**config.mk**
```make
export PLATFORM = sky130hd
export DESIGN_NAME = rc_pulse_capture_quad_mixer
export DESIGN_NICKNAME = d
export VERILOG_FILES = /design/src/rtl/rcpq_pkg.sv /design/src/rtl/rc_pulse_capture_quad_mixer.sv /design/src/rtl/rcpq_div.sv /design/src/rtl/rcpq_mix.sv
export SDC_FILE = /design/constraint.sdc
export NUM_CORES = 1
export LEC_CHECK = 0
export ABC_AREA = 0
export BUFFER_PORTS_ARGS = -buffer_cell sky130_fd_sc_hd__clkbuf_2
export CAP_MARGIN = 10
export CORE_ASPECT_RATIO = 0.6
export CORE_UTILIZATION = 42
export CTS_CLUSTER_DIAMETER = 150
export DETAILED_ROUTE_END_ITERATION = 8
export SKIP_CTS_REPAIR_TIMING = 1
export SLEW_MARGIN = 10
export SYNTH_ARGS = -nofsm -noshare
export SYNTH_HDL_FRONTEND = slang
export SYNTH_SLANG_ARGS = --single-unit
```
**constraint.sdc**
```tcl
create_clock -name clk -period 11.01 [get_ports clk]
set_input_delay 1.101 -clock clk [delete_from_list [all_inputs] [get_ports clk]]
set_output_delay 1.101 -clock clk [all_outputs]
set_load 0.02 [all_outputs]
```
**src/rtl/rcpq_pkg.sv**
```systemverilog
package rcpq_pkg;

    // Fixed field widths
    localparam int TIMER_BITS = 16;
    localparam int CH_W       = 2;
    localparam int NORM_W     = 16;
    localparam int MOTOR_W    = 18;
    localparam int MOTORS     = 4;
    localparam int CFG_IDX_W  = 3;
    localparam int DIV_STEPS  = NORM_W;

    // Receiver channel codes
    localparam logic [CH_W-1:0] CH_YAW   = 2'd0;
    localparam logic [CH_W-1:0] CH_LIFT  = 2'd1;
    localparam logic [CH_W-1:0] CH_PITCH = 2'd2;
    localparam logic [CH_W-1:0] CH_ROLL  = 2'd3;

    // Register indexes
    localparam logic [CFG_IDX_W-1:0] REG_PERIOD    = 3'd0;
    localparam logic [CFG_IDX_W-1:0] REG_LIFT_MIN  = 3'd1;
    localparam logic [CFG_IDX_W-1:0] REG_LIFT_MAX  = 3'd2;
    localparam logic [CFG_IDX_W-1:0] REG_PITCH_MIN = 3'd3;
    localparam logic [CFG_IDX_W-1:0] REG_PITCH_MAX = 3'd4;
    localparam logic [CFG_IDX_W-1:0] REG_STICK_MIN = 3'd5;
    localparam logic [CFG_IDX_W-1:0] REG_STICK_MAX = 3'd6;

    // Reset values
    localparam logic [TIMER_BITS-1:0] PERIOD_RESET = 16'd65535;
    localparam logic [TIMER_BITS-1:0] MIN_RESET    = 16'd1000;
    localparam logic [TIMER_BITS-1:0] MAX_RESET    = 16'd2000;
    // mid-stick for yaw, pitch, roll; zero for lift
    localparam logic [3:0][NORM_W-1:0] NORM_RESET =
        {16'd16384, 16'd16384, 16'd0, 16'd16384};

    // Quad-X mixing: bit m set means motor m takes the change negated
    localparam logic [3:0][MOTORS-1:0] MIX_NEG = {
        4'b0101,   // roll  - + - +
        4'b1100,   // pitch + + - -
        4'b0000,   // lift  + + + +
        4'b0110    // yaw   + - - +
    };

    typedef logic [MOTORS-1:0][MOTOR_W-1:0] motor_vec_t;

    typedef struct packed {
        logic                  start;
        logic [NORM_W-1:0]     num;
        logic [NORM_W-1:0]     den;
    } div_req_t;

    typedef struct packed {
        logic                  done;
        logic [NORM_W-1:0]     quot;
    } div_stat_t;

    typedef struct packed {
        logic                  start;
        logic [CH_W-1:0]       ch;
        logic [NORM_W:0]       delta;   // two's complement
    } mix_req_t;

    typedef struct packed {
        logic                  done;
        motor_vec_t            motors;
    } mix_stat_t;

endpackage

```
**src/rtl/rc_pulse_capture_quad_mixer.sv**
```systemverilog
// Channel  Dir  Beat fields (low bit first)
// s_axis   in   tuser: channel[1:0]; tdata: capture_value[15:0]
// m_axis   out  tuser: source_channel[1:0]; tdata: pulse_width[15:0],
//               motor_one[33:16], motor_two[51:34], motor_three[69:52],
//               motor_four[87:70]
// cfg      in   cfg_index[2:0], cfg_data[15:0]; always ready
//
// A rising capture only stores its timer value and leaves the block idle.
// A falling capture runs clamp, 16 divider steps, delta, four passes of the
// shared motor adder, then the output load. An empty or inverted range skips
// the divider.
// Reset puts every channel on its rising edge and clears the motor levels.
// The output register holds a result under back-pressure; the next beat is
// still accepted, and its result waits until the held one is taken.
module rc_pulse_capture_quad_mixer (
    input  logic        clk,
    input  logic        rst_n,
    input  logic        s_axis_tvalid,
    output logic        s_axis_tready,
    input  logic [15:0] s_axis_tdata,   // capture_value
    input  logic [1:0]  s_axis_tuser,   // channel
    output logic        m_axis_tvalid,
    input  logic        m_axis_tready,
    output logic [87:0] m_axis_tdata,   // pulse_width, motor_one..motor_four
    output logic [1:0]  m_axis_tuser,   // source_channel
    input  logic        cfg_valid,
    output logic        cfg_ready,
    input  logic [rcpq_pkg::CFG_IDX_W-1:0] cfg_index,
    input  logic [15:0] cfg_data
);
    import rcpq_pkg::*;

    localparam logic [2:0] ST_IDLE  = 3'd0;
    localparam logic [2:0] ST_CLAMP = 3'd1;
    localparam logic [2:0] ST_DIV   = 3'd2;
    localparam logic [2:0] ST_DELTA = 3'd3;
    localparam logic [2:0] ST_MIX   = 3'd4;
    localparam logic [2:0] ST_OUT   = 3'd5;

    logic [2:0]                    state_reg, state_next;
    logic [TIMER_BITS-1:0]         period_reg;
    logic [TIMER_BITS-1:0]         lift_min_reg, lift_max_reg;
    logic [TIMER_BITS-1:0]         pitch_min_reg, pitch_max_reg;
    logic [TIMER_BITS-1:0]         stick_min_reg, stick_max_reg;
    logic [3:0][TIMER_BITS-1:0]    rise_reg;
    logic [3:0]                    expect_rise_reg;
    logic [3:0][NORM_W-1:0]        last_norm_reg;
    logic [CH_W-1:0]               ch_reg;
    logic [TIMER_BITS-1:0]         width_reg, width_next;
    logic [NORM_W-1:0]             norm_reg, norm_next;
    logic                          out_valid_reg, out_valid_next;
    logic [CH_W-1:0]               out_ch_reg;
    logic [TIMER_BITS-1:0]         out_width_reg;
    motor_vec_t                    out_motor_reg;

    logic                          s_fire;
    logic                          out_load;
    logic [TIMER_BITS-1:0]         rise;
    logic [TIMER_BITS-1:0]         lo, hi, wc;
    logic                          span_empty;
    logic [NORM_W:0]               delta;
    div_req_t                      div_req;
    div_stat_t                     div_stat;
    mix_req_t                      mix_req;
    mix_stat_t                     mix_stat;

    assign s_axis_tready = (state_reg == ST_IDLE);
    assign s_fire        = s_axis_tvalid && s_axis_tready;
    assign cfg_ready     = 1'b1;
    assign out_load      = (state_reg == ST_OUT) && (!out_valid_reg || m_axis_tready);

    // Width with counter-wrap correction
    always_comb
    begin
        rise = rise_reg[s_axis_tuser];
        if (s_axis_tdata >= rise)
            width_next = s_axis_tdata - rise;
        else
            width_next = (period_reg - rise) + s_axis_tdata;
    end

    // Range select and clamp
    always_comb
    begin
        case (ch_reg)
            CH_LIFT:
            begin
                lo = lift_min_reg;
                hi = lift_max_reg;
            end
            CH_PITCH:
            begin
                lo = pitch_min_reg;
                hi = pitch_max_reg;
            end
            default:
            begin
                lo = stick_min_reg;
                hi = stick_max_reg;
            end
        endcase
        span_empty = (hi <= lo);
        if (width_reg < lo)
            wc = lo;
        else if (width_reg > hi)
            wc = hi;
        else
            wc = width_reg;
    end

    assign div_req.start = (state_reg == ST_CLAMP) && !span_empty;
    assign div_req.num   = wc - lo;
    assign div_req.den   = hi - lo;

    assign delta         = {1'b0, norm_reg} - {1'b0, last_norm_reg[ch_reg]};
    assign mix_req.start = (state_reg == ST_DELTA);
    assign mix_req.ch    = ch_reg;
    assign mix_req.delta = delta;

    rcpq_div u_div (
        .clk   (clk),
        .rst_n (rst_n),
        .req   (div_req),
        .stat  (div_stat)
    );

    rcpq_mix u_mix (
        .clk   (clk),
        .rst_n (rst_n),
        .req   (mix_req),
        .stat  (mix_stat)
    );

    // Sequencer
    always_comb
    begin
        state_next = state_reg;
        norm_next  = norm_reg;
        case (state_reg)
            ST_IDLE:
            begin
                if (s_fire && !expect_rise_reg[s_axis_tuser])
                    state_next = ST_CLAMP;
            end
            ST_CLAMP:
            begin
                if (span_empty)
                begin
                    norm_next  = '0;
                    state_next = ST_DELTA;
                end
                else
                    state_next = ST_DIV;
            end
            ST_DIV:
            begin
                if (div_stat.done)
                begin
                    norm_next  = div_stat.quot;
                    state_next = ST_DELTA;
                end
            end
            ST_DELTA:
                state_next = ST_MIX;
            ST_MIX:
            begin
                if (mix_stat.done)
                    state_next = ST_OUT;
            end
            ST_OUT:
            begin
                if (out_load)
                    state_next = ST_IDLE;
            end
            default:
                state_next = ST_IDLE;
        endcase
    end

    // Output beat holding register
    always_comb
    begin
        out_valid_next = out_valid_reg;
        if (out_load)
            out_valid_next = 1'b1;
        else if (m_axis_tready)
            out_valid_next = 1'b0;
    end

    // Control state, configuration and per-channel edge tracking
    always_ff @(posedge clk or negedge rst_n)
    begin
        if (!rst_n)
        begin
            state_reg       <= ST_IDLE;
            out_valid_reg   <= 1'b0;
            expect_rise_reg <= '1;
            last_norm_reg   <= NORM_RESET;
            period_reg      <= PERIOD_RESET;
            lift_min_reg    <= MIN_RESET;
            lift_max_reg    <= MAX_RESET;
            pitch_min_reg   <= MIN_RESET;
            pitch_max_reg   <= MAX_RESET;
            stick_min_reg   <= MIN_RESET;
            stick_max_reg   <= MAX_RESET;
        end
        else
        begin
            state_reg     <= state_next;
            out_valid_reg <= out_valid_next;
            if (s_fire)
                expect_rise_reg[s_axis_tuser] <= !expect_rise_reg[s_axis_tuser];
            if (state_reg == ST_DELTA)
                last_norm_reg[ch_reg] <= norm_reg;
            if (cfg_valid && cfg_ready)
            begin
                case (cfg_index)
                    REG_PERIOD:    period_reg    <= cfg_data;
                    REG_LIFT_MIN:  lift_min_reg  <= cfg_data;
                    REG_LIFT_MAX:  lift_max_reg  <= cfg_data;
                    REG_PITCH_MIN: pitch_min_reg <= cfg_data;
                    REG_PITCH_MAX: pitch_max_reg <= cfg_data;
                    REG_STICK_MIN: stick_min_reg <= cfg_data;
                    REG_STICK_MAX: stick_max_reg <= cfg_data;
                    default:       ;
                endcase
            end
        end
    end

    // Payload registers
    always_ff @(posedge clk)
    begin
        if (s_fire)
        begin
            ch_reg    <= s_axis_tuser;
            width_reg <= width_next;
            if (expect_rise_reg[s_axis_tuser])
                rise_reg[s_axis_tuser] <= s_axis_tdata;
        end
        norm_reg <= norm_next;
        if (out_load)
        begin
            out_ch_reg    <= ch_reg;
            out_width_reg <= width_reg;
            out_motor_reg <= mix_stat.motors;
        end
    end

    assign m_axis_tvalid = out_valid_reg;
    assign m_axis_tuser  = out_ch_reg;
    assign m_axis_tdata  = {out_motor_reg[3], out_motor_reg[2], out_motor_reg[1],
                            out_motor_reg[0], out_width_reg};

    // A falling capture always starts the measurement pass
    a_fall_starts: assert property (@(posedge clk) disable iff (!rst_n)
        (s_fire && !expect_rise_reg[s_axis_tuser]) |=> (state_reg == ST_CLAMP))
        else $error("falling capture did not start a measurement");

    // A rising capture gives no result and leaves the block ready
    a_rise_quiet: assert property (@(posedge clk) disable iff (!rst_n)
        (s_fire && expect_rise_reg[s_axis_tuser]) |=> (state_reg == ST_IDLE))
        else $error("rising capture left idle");

    // Divider results only arrive while the sequencer waits for them
    a_div_in_state: assert property (@(posedge clk) disable iff (!rst_n)
        div_stat.done |-> (state_reg == ST_DIV))
        else $error("divider result outside divide state");

    // A new output beat is only raised from the output state
    a_out_source: assert property (@(posedge clk) disable iff (!rst_n)
        $rose(m_axis_tvalid) |-> ($past(state_reg) == ST_OUT))
        else $error("output beat raised outside output state");

endmodule

```
**src/rtl/rcpq_div.sv**
```systemverilog
module rcpq_div (
    input  logic               clk,
    input  logic               rst_n,
    input  rcpq_pkg::div_req_t  req,
    output rcpq_pkg::div_stat_t stat
);
    import rcpq_pkg::*;

    localparam int CNT_W = $clog2(DIV_STEPS);

    logic              busy_reg, busy_next;
    logic              done_reg, done_next;
    logic [CNT_W-1:0]  cnt_reg, cnt_next;
    logic [NORM_W:0]   rem_reg, rem_next;
    logic [NORM_W-1:0] den_reg, den_next;
    logic [NORM_W-1:0] quot_reg, quot_next;
    logic              ge;
    logic [NORM_W:0]   diff;

    // Restoring divide of num * 2^15 by den, one quotient bit a cycle.
    // num never exceeds den, so the first step needs no shift.
    always_comb
    begin
        ge        = (rem_reg >= {1'b0, den_reg});
        diff      = ge ? (rem_reg - {1'b0, den_reg}) : rem_reg;
        busy_next = busy_reg;
        done_next = 1'b0;
        cnt_next  = cnt_reg;
        rem_next  = rem_reg;
        den_next  = den_reg;
        quot_next = quot_reg;
        if (req.start)
        begin
            busy_next = 1'b1;
            cnt_next  = '0;
            rem_next  = {1'b0, req.num};
            den_next  = req.den;
            quot_next = '0;
        end
        else if (busy_reg)
        begin
            rem_next  = {diff[NORM_W-1:0], 1'b0};
            quot_next = {quot_reg[NORM_W-2:0], ge};
            cnt_next  = cnt_reg + 1'b1;
            if (cnt_reg == CNT_W'(DIV_STEPS - 1))
            begin
                busy_next = 1'b0;
                done_next = 1'b1;
            end
        end
    end

    always_ff @(posedge clk or negedge rst_n)
    begin
        if (!rst_n)
        begin
            busy_reg <= 1'b0;
            done_reg <= 1'b0;
            cnt_reg  <= '0;
        end
        else
        begin
            busy_reg <= busy_next;
            done_reg <= done_next;
            cnt_reg  <= cnt_next;
        end
    end

    always_ff @(posedge clk)
    begin
        rem_reg  <= rem_next;
        den_reg  <= den_next;
        quot_reg <= quot_next;
    end

    assign stat.done = done_reg;
    assign stat.quot = quot_reg;

    // Quotient of a value no larger than the divisor stays within 1.0
    a_quot_range: assert property (@(posedge clk) disable iff (!rst_n)
        done_reg |-> (quot_reg <= 16'd32768))
        else $error("divider quotient above 1.0");

    // Done is raised only as busy falls after the last step
    a_done_after_busy: assert property (@(posedge clk) disable iff (!rst_n)
        done_reg |-> ($past(busy_reg) && !busy_reg))
        else $error("divider done without finishing");

    // Start is never issued while a divide is running
    a_no_restart: assert property (@(posedge clk) disable iff (!rst_n)
        busy_reg |-> !req.start)
        else $error("divider restarted while busy");

endmodule

```
**src/rtl/rcpq_mix.sv**
```systemverilog
module rcpq_mix (
    input  logic               clk,
    input  logic               rst_n,
    input  rcpq_pkg::mix_req_t  req,
    output rcpq_pkg::mix_stat_t stat
);
    import rcpq_pkg::*;

    localparam int IDX_W = $clog2(MOTORS);

    motor_vec_t          motor_reg, motor_next;
    logic                busy_reg, busy_next;
    logic                done_reg, done_next;
    logic [IDX_W-1:0]    idx_reg, idx_next;
    logic [CH_W-1:0]     ch_reg, ch_next;
    logic [MOTOR_W-1:0]  delta_reg, delta_next;
    logic [MOTOR_W-1:0]  acc;

    // One shared add/subtract walks the four accumulators in turn
    always_comb
    begin
        acc = MIX_NEG[ch_reg][idx_reg] ? (motor_reg[idx_reg] - delta_reg)
                                       : (motor_reg[idx_reg] + delta_reg);
        motor_next = motor_reg;
        busy_next  = busy_reg;
        done_next  = 1'b0;
        idx_next   = idx_reg;
        ch_next    = ch_reg;
        delta_next = delta_reg;
        if (req.start)
        begin
            busy_next  = 1'b1;
            idx_next   = '0;
            ch_next    = req.ch;
            delta_next = {req.delta[NORM_W], req.delta};
        end
        else if (busy_reg)
        begin
            motor_next[idx_reg] = acc;
            idx_next = idx_reg + 1'b1;
            if (idx_reg == IDX_W'(MOTORS - 1))
            begin
                busy_next = 1'b0;
                done_next = 1'b1;
            end
        end
    end

    always_ff @(posedge clk or negedge rst_n)
    begin
        if (!rst_n)
        begin
            motor_reg <= '0;
            busy_reg  <= 1'b0;
            done_reg  <= 1'b0;
            idx_reg   <= '0;
        end
        else
        begin
            motor_reg <= motor_next;
            busy_reg  <= busy_next;
            done_reg  <= done_next;
            idx_reg   <= idx_next;
        end
    end

    always_ff @(posedge clk)
    begin
        ch_reg    <= ch_next;
        delta_reg <= delta_next;
    end

    assign stat.done   = done_reg;
    assign stat.motors = motor_reg;

    // Accumulators only move while a mix pass runs
    a_motor_hold: assert property (@(posedge clk) disable iff (!rst_n)
        !busy_reg |=> (motor_reg == $past(motor_reg)))
        else $error("motor level changed outside a mix pass");

    // Done follows the last of the four updates
    a_done_after_last: assert property (@(posedge clk) disable iff (!rst_n)
        done_reg |-> ($past(busy_reg) && ($past(idx_reg) == IDX_W'(MOTORS - 1))))
        else $error("mix pass ended early");

    a_no_restart: assert property (@(posedge clk) disable iff (!rst_n)
        busy_reg |-> !req.start)
        else $error("mixer restarted while busy");

endmodule
```
## Word level (Yosys, flattened, before mapping)

Index checks and enable logic that the tools add are counted.

- Muxes and demuxes: 60
- Bitwise operators: 1
- Magnitude comparators: 12
- Reductions and logical operators: 28
- Equality and inequality tests: 20
- $add $sub $neg: 11

Operators with widths:

| operator | number |
|---|---|
| $mux W16 | 12 |
| $bwmux W64 | 2 |
| $pmux W16 S2 | 3 |
| $sub A16 B16 Y16 | 5 |
| $bwmux W72 | 1 |
| $bmux W16 S2 | 2 |
| $demux W16 S2 | 2 |
| $mux W18 | 3 |
| $bmux W18 S2 | 1 |
| $demux W18 S2 | 1 |
| $add A18 B18 Y18 | 1 |
| $mux W1 | 18 |
| $pmux W3 S6 | 1 |
| $reduce_and A2 Y1 | 9 |
| $sub A18 B18 Y18 | 1 |
| $ge A17 B16 Y1 | 1 |
| $sub A16 B16 Y17 | 1 |
| $add A16 B16 Y16 | 1 |
| $ge A16 B16 Y1 | 1 |
| $gt A16 B16 Y1 | 1 |
| $le A16 B16 Y1 | 1 |
| $lt A16 B16 Y1 | 1 |
| $eq A3 B3 Y1 const B | 5 |
| $eq A3 B2 Y1 const B | 4 |
| other kinds (25) | 54 |

- Word-level logic and storage cells: 175
- Input bits: 42
- Bits in registers: 522
- Output and inout port bits: 93

## Longest topological paths before layout

Gate-level depths: netlist of the first run.

- Depth after elaboration: 7
- Gate-level depth with buffers: 30
- Mapped depth without buffers: 24

## Hierarchy

A second synthesis of the first run with hierarchy kept.

- Cell total of the unflattened synthesis: 2308
- Area total of the unflattened synthesis: 27597.7 um2

Modules (own cells, without submodules):

| module | sequential area each (um2) | area each (um2) | cells each | instances |
|---|---|---|---|---|
| rc_pulse_capture_quad_mixer | 10323.7 | 19578.8 | 1559 | 1 |
| rcpq_mix | 2472.4 | 4918.5 | 456 | 1 |
| rcpq_div | 1451.4 | 3100.5 | 293 | 1 |

## Worst setup path before layout of the first run

No wires, ideal clock.

- Path type: reg2reg
- Start: register ch_reg[0]
- End: register u_div.rem_reg[15], data pin
- Path slack: 4.435 ns
- Period minus slack after synthesis: 6.575 ns
- Path buffers: 6
- Stages on the path, launching flop included: 27
- Setup time: 0.261 ns
- Required time: 10.749 ns
- Arrival: 6.314 ns
- Cells stage by stage: edfxtp_1 -> clkbuf_1 -> buf_1 -> inv_1 -> ha_1 -> clkbuf_1 -> buf_1 -> nor2_1 -> a21oi_1 -> inv_1 -> ha_1 -> nor2b_1 -> o211ai_1 -> a2111o_1 -> a31oi_1 -> clkbuf_1 -> buf_1 -> a211oi_1 -> a21oi_1 -> ha_1 -> a211o_1 -> o311ai_0 -> a21oi_1 -> a211oi_1 -> a21oi_1 -> xor2_1 -> mux2i_1

- Word-level cells in the longest chain between the ends: 7
- Elaborated cells between the ends (all ways): 13
- Those cells by class: add/sub: 1; order compare: 3; eq/ne: 2; mux: 5; reduce/logical: 2

Ends and longest elaborated chain:

| what | line | source |
|---|---|---|
| from (decl) | rc_pulse_capture_quad_mixer.sv:48 | `logic [CH_W-1:0] ch_reg;` |
| from (signal assigned) | rc_pulse_capture_quad_mixer.sv:236 | `ch_reg <= s_axis_tuser;` |
| $eq A2 B2 Y1 / $eq A2 B1 Y1 (equally long branches) | rc_pulse_capture_quad_mixer.sv:85 | `case (ch_reg)` |
| $pmux W16 S2 | rc_pulse_capture_quad_mixer.sv:85 |  |
| $gt A16 B16 Y1 | rc_pulse_capture_quad_mixer.sv:105 | `else if (width_reg > hi)` |
| $mux W16 | rc_pulse_capture_quad_mixer.sv:105 |  |
| $mux W16 | rc_pulse_capture_quad_mixer.sv:103 | `if (width_reg < lo)` |
| $sub A16 B16 Y16 | rc_pulse_capture_quad_mixer.sv:112 | `assign div_req.num = wc - lo;` |
| $mux W16 * | rcpq_div.sv:32 | `if (req.start)` |
| net u_div.rem_next[15] | rcpq_div.sv:14 | `logic [NORM_W:0] rem_reg, rem_next;` |
| to (signal assigned) | rcpq_div.sv:71 | `rem_reg <= rem_next;` |
| to (decl) | rcpq_div.sv:14 |  |

The timed path passes the listed nets; every way through them passes the cells marked *.
A chain may end at the register's enable or synchronous reset.

## Worst setup path after layout of the first run

- Start: register ch_reg[0]
- End: register u_div.rem_reg[14], data pin

The elaborated chain is that of the path after synthesis.

==> summary.md, run 1 <==
| Metric | Value |
|---|---|
| Setup Skew | around 0.054 ns |
| Status | finished, final reports clean |
| Hold Violations, Final | 0 |
| Syn avg cell area | between 10 and 15 um^2 |
| Number of synthesized flops with an enable pin | approximately 240 |
| Wl on met1 | 36200 um |
| Met3 Wirelength | around 5000 um |
| TritonCTS buffer count | 50 |
| Via count | between 15000 and 20000 |
| Yosys reg bits | roughly 520 |
| Class of the worst hold path | reg -> reg |
| I/O pin cnt | between 100 and 150 |
| Clock Path Buffers | 3 |
| Asr flop ratio synth | 51.0% |
| Combinational group share of total power | between 50% and 60% |
| Clk sinks | between 500 and 600 |
| Max Cap Viol | 0 |
| Chip width | 332 um |
| Pin count of the biggest net entering global routing | 120 |
| Most used DFF post-synth | edfxtp_1 |
| Worst slew margin | 22.9% |
| Initial antenna violation count | 2 |
| Reg power frac | 30.4% |
| Startpoint Class | flop |
| Vias in the first global route | approximately 18000 |
| Worst setup EP type | flop |
| Crit Path Class | reg -> reg |
| Top cells by area, synth | edfxtp_1 26%, dfrtp_1 19%, mux2_2 7.2% |
| CP Max Fanout | 65 |
| H-tree levels | 2 |
| Fin Setup TNS | 0 ns |
| Synth Net Count | approximately 2500 |
| Post-synthesis sequential area ratio | a little over half |
| Overflow after GRT | 0 |
| Drt first pass iters | 6 |
| Syn-to-layout area delta | 12.4% |
| Synthesized cell area | roughly 0.027 mm^2 |
| Worst skew pair latency | 0.64 ns |
| Number of vias per cell | ~5.5 |
| Actual slew at the worst max-slew pin | ~1.2 ns |
| Top Metal Used | met4 |
| Reg2reg setup slack | 3.84 ns |
| Die Y | about 200 um |
| Peak VDD IR | 0.169 mV |
| Worst path arrival time | 7.53 ns |
| Initial Util | 42.5% |
| GRT Overall Usage | around a fifth |
| Fin. max-slew vios | 0 |
| Synth cell types | 73 |
| Core area | 0.0644 mm^2 |
| DRT antenna net count | 0 |
| Final setup vio count | 0 |
| Worst EP required | ~11 ns |
| Clock Tree Root | clkbuf_16 |
| FP Rows | 72 |
| Drt drc | 0 |
| Yosys warning count | 0 |
| Initial DRC count | between 1000 and 1500 |
| Cell taking the most area after synthesis | edfxtp_1 |
| First-pass GRT wire length | between 100000 and 150000 um |
| Syn Inst Count | approximately 2300 |
| Power Density | roughly 350 mW/mm^2 |
| Tcrit/Tclk final | 65.1% |
| Final nets | between 2000 and 3000 |
| Routed length per instance | 20.5 um |
| Switching share of power | approximately 43% |
| Final instance area | 0.0308 mm^2 |
| Die Area | 0.0663 mm^2 |
| Highest Clock Rate | 139 MHz |
| Hold slack | ~0.44 ns |
| Internal power | approximately 6.2 mW |
| Gp weighted congestion | around 0.9 |
| Share of the synthesized area in the top cell type | approximately a quarter |
| Met2 WL post-DR | 26500 um |
| Count of input and output buffers | between 100 and 150 |
| Clk network pwr share | between 10% and 20% |
| WL final | between 60000 and 70000 um |
| Unrepaired setup endpoints after global routing | false |
| Net Switching | between 4 and 5 mW |
| Clock Pin Slew Worst Setup and Hold Paths | around 0.07 ns |
| Period minus WS final | slightly above 7 ns |
| Post-DP HPWL | between 50000 and 60000 um |
| Layout cell share with drive strength beyond 1 | 22.2% |
| Leak | 13.0 nW |
| Cell Area, Placed | 0.0291 mm^2 |
| TritonCTS clock tree | done |
metal layers:
metal | up-vias | global-route usage [%]
met5 | - | 0
met4 | 0 | 3.79
met3 | 63 | 4.58
met2 | 495 | 28.2
met1 | 9228 | 33.8
li1 | 8631 | -
synthesized netlist by cell type, types with 5 or more instances:
master and number:
nor3b_1 9, a211oi_1 26, and3_1 13, edfxtp_1 239
a21o_1 19, buf_1 13, nand4_1 14, a21oi_1 125
and2_1 22, mux2_2 176, nor3_1 29, dfxtp_1 17
mux4_2 51, buf_2 6, nand2b_1 19, nor4_1 6
mux2i_1 44, dfstp_2 59, o21a_1 21, o21ai_1 9
a22oi_1 35, xor2_1 32, inv_1 163, fa_1 21
a211o_1 6, a21boi_0 5, o21bai_1 6, xnor2_1 72
a31oi_1 14, nand4b_1 8, nor2b_1 27, dfrtp_1 207
nand3_1 25, o211ai_1 14, clkbuf_1 59, nand3b_1 5
or2_2 8, ha_1 155, o31ai_1 10, o31a_1 6
or3_1 12, o21ai_0 109, nor2_1 136, nand2_1 228
critical path, cell delays in order, from the launching register on:
cell and delay [ns]:
edfxtp_1 0.32, buf_4 0.36, inv_1 0.12, ha_2 0.33, buf_4 0.48, nor2_1 0.12, a21oi_1 0.40, inv_1 0.10
ha_1 0.29, nand4_1 0.18, a2111o_1 0.45, a31oi_2 0.64, buf_4 0.35, mux2i_1 0.20, nor2_1 0.06, a21oi_1 0.15
ha_1 0.18, inv_1 0.05, fa_1 0.43, a211oi_1 0.32, o211ai_1 0.22, a41oi_1 0.44, o21ai_0 0.18, a21oi_1 0.18
o21bai_1 0.10, xnor2_1 0.15, mux2i_1 0.09
final cells by class:
type                    count  area, um^2
clock inverters            30         354
flip-flops and latches    522       14200
well taps                 851        1060
fillers                  5681       33600
multi-input cells        1553       12300
clock buffers              64        1350
repair buffers            161         886
inverters                 165         619
diodes                      1        2.50
layout by cell type (no fill, tap or decap), types with 17 or more instances in the layout:
master	count
o21a_1	21
dfrtp_1	207
ha_1	154
and2_1	22
a211oi_1	25
inv_1	163
mux4_2	51
buf_4	28
a21oi_1	125
edfxtp_1	239
fa_1	21
clkbuf_2	132
a21o_1	19
a22oi_1	35
xnor2_1	72
nand3_1	25
mux2_2	176
nor3_1	27
mux2i_1	44
dfxtp_1	17
dfstp_2	59
nor2_1	136
xor2_1	32
nor2b_1	26
clkbuf_16	50
nand2b_1	19
nand2_1	228
o21ai_0	109
power groups by stage:
stage	Combinational, mW	Clock (mW)	Sequential (mW)
2_1_floorplan	4.27	0	3.15
3_5_place_dp	5.72	0	3.33
3_3_place_gp	5.60	0	3.31
5_1_grt	6.43	1.91	3.37
6_report	5.80	1.78	3.30
4_1_cts	5.76	1.83	3.29
cell families after synthesis:
kind of cell | after synthesis | share of synthesized area, %
compound gates | 435 | 10.0
mux | 271 | 13.0
fa+ha+maj | 176 | 8.62
xor+xnor | 104 | 3.33
simple gates | 566 | 9.56
flops | 522 | 52.0
other cells | 1 | 0.0137
buf+inv | 245 | 3.41
per-stage QoR:
step / power [mW] / instances / worst slack (ns) / utilization, %
after floorplan: 7.42 / 2320 / 4.44 / -
after global placement: 8.90 / 3252 / 4.10 / 45.2
after detailed placement: 9.04 / 3252 / 3.89 / 45.2
after CTS: 10.9 / 3346 / 3.90 / 47.8
after global routing: 11.7 / 3347 / 3.32 / 47.8
final: 10.9 / 3347 / 3.84 / 47.8
path summary, 6_finish.rpt:
path                           startpoint                end  cells past startpoint
max in group asynchronous           rst_n  stick_max_reg[15]                      3
max reg2reg                     ch_reg[0]  u_div.rem_reg[14]                     26
min                        u_mix.stat[53]   m_axis_tdata[69]                      0
max                             ch_reg[0]  u_div.rem_reg[14]                     26
min reg2reg                u_mix.stat[53]   m_axis_tdata[69]                      0
min in group asynchronous           rst_n    lift_max_reg[1]                      1
Power figures use the tool's default switching activity.
==> inputs of run 2 (changes only) <==
- clock period: 11.01 -> 6.7 ns (I/O delays scaled with it)
==> run 2 against run 1 <==
  * The run now ends with negative hold slack left
  * Non-clock buffer count rose by 2
  * Critical path depth fell by 2
  * Maximum frequency rose by 15%
  * Register-to-register slack got worse by 3.4 ns
  * Sequential power rose by 65%
==> summary.md, run 2 (synthesis gave the netlist of run 1 again) <==
| Metric | Value |
|---|---|
| Pin count of the biggest net entering global routing | between 80 and 90 |
| Count of input and output buffers | 133 |
| GRT Overall Usage | between 20% and 30% |
| Delay-heaviest family, CP | compound AO/OA/AOI/OAI gates |
| Gp weighted congestion | ~0.94 |
| DRT antenna net count | 0 |
| Post-DP HPWL | ~50000 um |
| Met3 global-route usage | roughly 4.8% |
| Die Area | around 0.066 mm^2 |
| Drt drc | 0 |
| Global route hottest layer | met1 |
| I/O pin cnt | ~140 |
| Period minus WS final | 6.22 ns |
| Syn-to-layout area delta | 12.8% |
| Actual slew at the worst max-slew pin | around 1.1 ns |
| Reg power frac | between 30% and 40% |
| CP Buf/Inv Count | 5 |
| Highest Clock Rate | between 150 and 200 MHz |
| Leak | roughly 13 nW |
| Peak VDD IR | 0.290 mV |
| Internal power | 10.4 mW |
| Register area | between 0.01 and 0.015 mm^2 |
| Routed length per instance | between 20 and 25 um |
| Cell Area, Placed | ~0.029 mm^2 |
| Commonest non-fill, non-tap cell in the layout | edfxtp_1 |
| TritonCTS clock tree | done |
| Crit Path Class | reg -> reg |
| CP Max Fanout | 33 |
| Worst setup EP type | flop |
| Clk network pwr share | between 15 and 20% |
| First-pass GRT wire length | roughly 110000 um |
| Pwr Total | 17.9 mW |
| Tcrit/Tclk final | 92.8% |
| FP Rows | between 70 and 80 |
| Hold slack | -0.00547 ns |
| Clock Pin Slew Worst Setup and Hold Paths | about 0.070 ns |
| Overflow after GRT | 0 |
| Power Density | between 500 and 600 mW/mm^2 |
| Class of the worst hold path | in -> async |
| Setup Skew | ~0.057 ns |
| Max Cap Viol | 0 |
| H-tree levels | 2 |
| Clk sinks | ~520 |
| TritonCTS buffer count | 50 |
| Fin. max-slew vios | 0 |
| Fin Setup TNS | 0 ns |
| Unrepaired setup endpoints after global routing | false |
| Clock Tree Root | clkbuf_16 |
| Core area | roughly 0.064 mm^2 |
| WL final | a little under 70000 um |
| Initial Util | roughly 43% |
| Startpoint Class | flop |
| Most frequent cells in the layout | 239 x edfxtp_1, 228 x nand2_1, 207 x dfrtp_1 |
| Final setup vio count | 0 |
| Worst slew margin | about a quarter |
| Failing checks | negative hold slack |
| Initial DRC count | approximately 1300 |
| Multi-input gate area | 0.0123 mm^2 |
| Switching share of power | 42.0% |
| Final nets | 2673 |
| Die Y | ~200 um |
| Worst EP required | between 7 and 8 ns |
| Met1 GRT Util | between 30% and 40% |
| Status | complete, but fails checks |
| Combinational group share of total power | 52.6% |
| Net Switching | 7.51 mW |
| Hold Violations, Final | 3 |
| Via count | between 15000 and 20000 |
| Clock Path Buffers | 3 |
| Vias in the first global route | around 18000 |
| Initial antenna violation count | 3 |
| Final instance area | just over 0.03 mm^2 |
| Pre-CTS setup slack | 0.412 ns |
| Worst path arrival time | between 6 and 7 ns |
| # fillers | around 5700 |
| Chip width | roughly 330 um |
| Drt first pass iters | 5 |
| Layout cell share with drive strength beyond 1 | 22.1% |
| Critical path's largest stage delay | 0.55 ns |
| Critical Path Slowest Stage Cell | o311ai_0 |
| Number of vias per cell | 5.51 |
| Worst skew pair latency | between 0.6 and 0.7 ns |
| Met2 usage | between 20 and 30% |
| Fin worst setup slack | between 0.4 and 0.5 ns |
| CP Cell Sequence | buf_4, ha_1, buf_4, a22oi_1, a21oi_1, inv_1, ha_1, nor2b_1, o211ai_1, a2111o_1, a31oi_2, buf_4, buf_4, nor2b_1, a211oi_1, a21oi_1, ha_1, a211o_1, o311ai_0, a21oi_1, a211oi_1, a21oi_1, xor2_1, mux2i_1 |
-- run 2: changes by cell type in the layout (fill, tap and decap cells not counted), moves of 2 or more --
| cell | change |
|---|---|
| clkbuf_8 | +8 |
| clkinvlp_4 | -7 |
| clkinv_4 | -3 |
| clkbuf_16 | +2 |
| buf_6 | +3 |
| clkbuf_1 | +2 |
-- run 2: path summary, 6_finish.rpt --
path	end	slack, ns	start	cells after the start
worst max-delay path	u_div.rem_reg[15]	0.48	ch_reg[1]	24
worst min-delay path	last_norm_reg[36]	-0.005	rst_n	1
worst max register to register	u_div.rem_reg[15]	0.48	ch_reg[1]	24
worst min register to register	m_axis_tdata[65]	0.47	u_mix.stat[49]	0
max in group asynchronous	last_norm_reg[13]	5.28	rst_n	2
min in group clk	rise_reg[43]	0.30	s_axis_tdata[11]	1
-- run 2: stage by stage --
step                util (%)  cells
floorplan                  -   2320
global placement        45.2   3252
detailed placement      45.2   3252
CTS                     47.9   3346
global route            48.0   3349
finish                  48.0   3349
-- run 2: metal layers --
layer	up-vias	wire length, um
met5	-	0
met4	0	1010
met3	80	4650
met1	9271	35900
li1	8635	-
met2	451	26800
-- run 2: cell type report --
cell class | instances | area share [%]
sequential | 522 | 46.1
multi-input combinational | 1553 | 39.8
tap | 851 | 3.45
timing repair buffer | 163 | 2.95
antenna | 1 | 0.00810
clock buffer | 76 | 4.91
inverter | 165 | 2.00
clock inverter | 18 | 0.802
-- run 2: power by group through the flow --
stage | clock network, mW | logic, mW | registers, mW
final | 3.02 | 9.40 | 5.45
after global routing | 3.22 | 10.5 | 5.55
after CTS | 3.09 | 9.32 | 5.43
after detailed placement | 0 | 9.22 | 5.48
after global placement | 0 | 9.01 | 5.45
after floorplan | 0 | 7.02 | 5.17
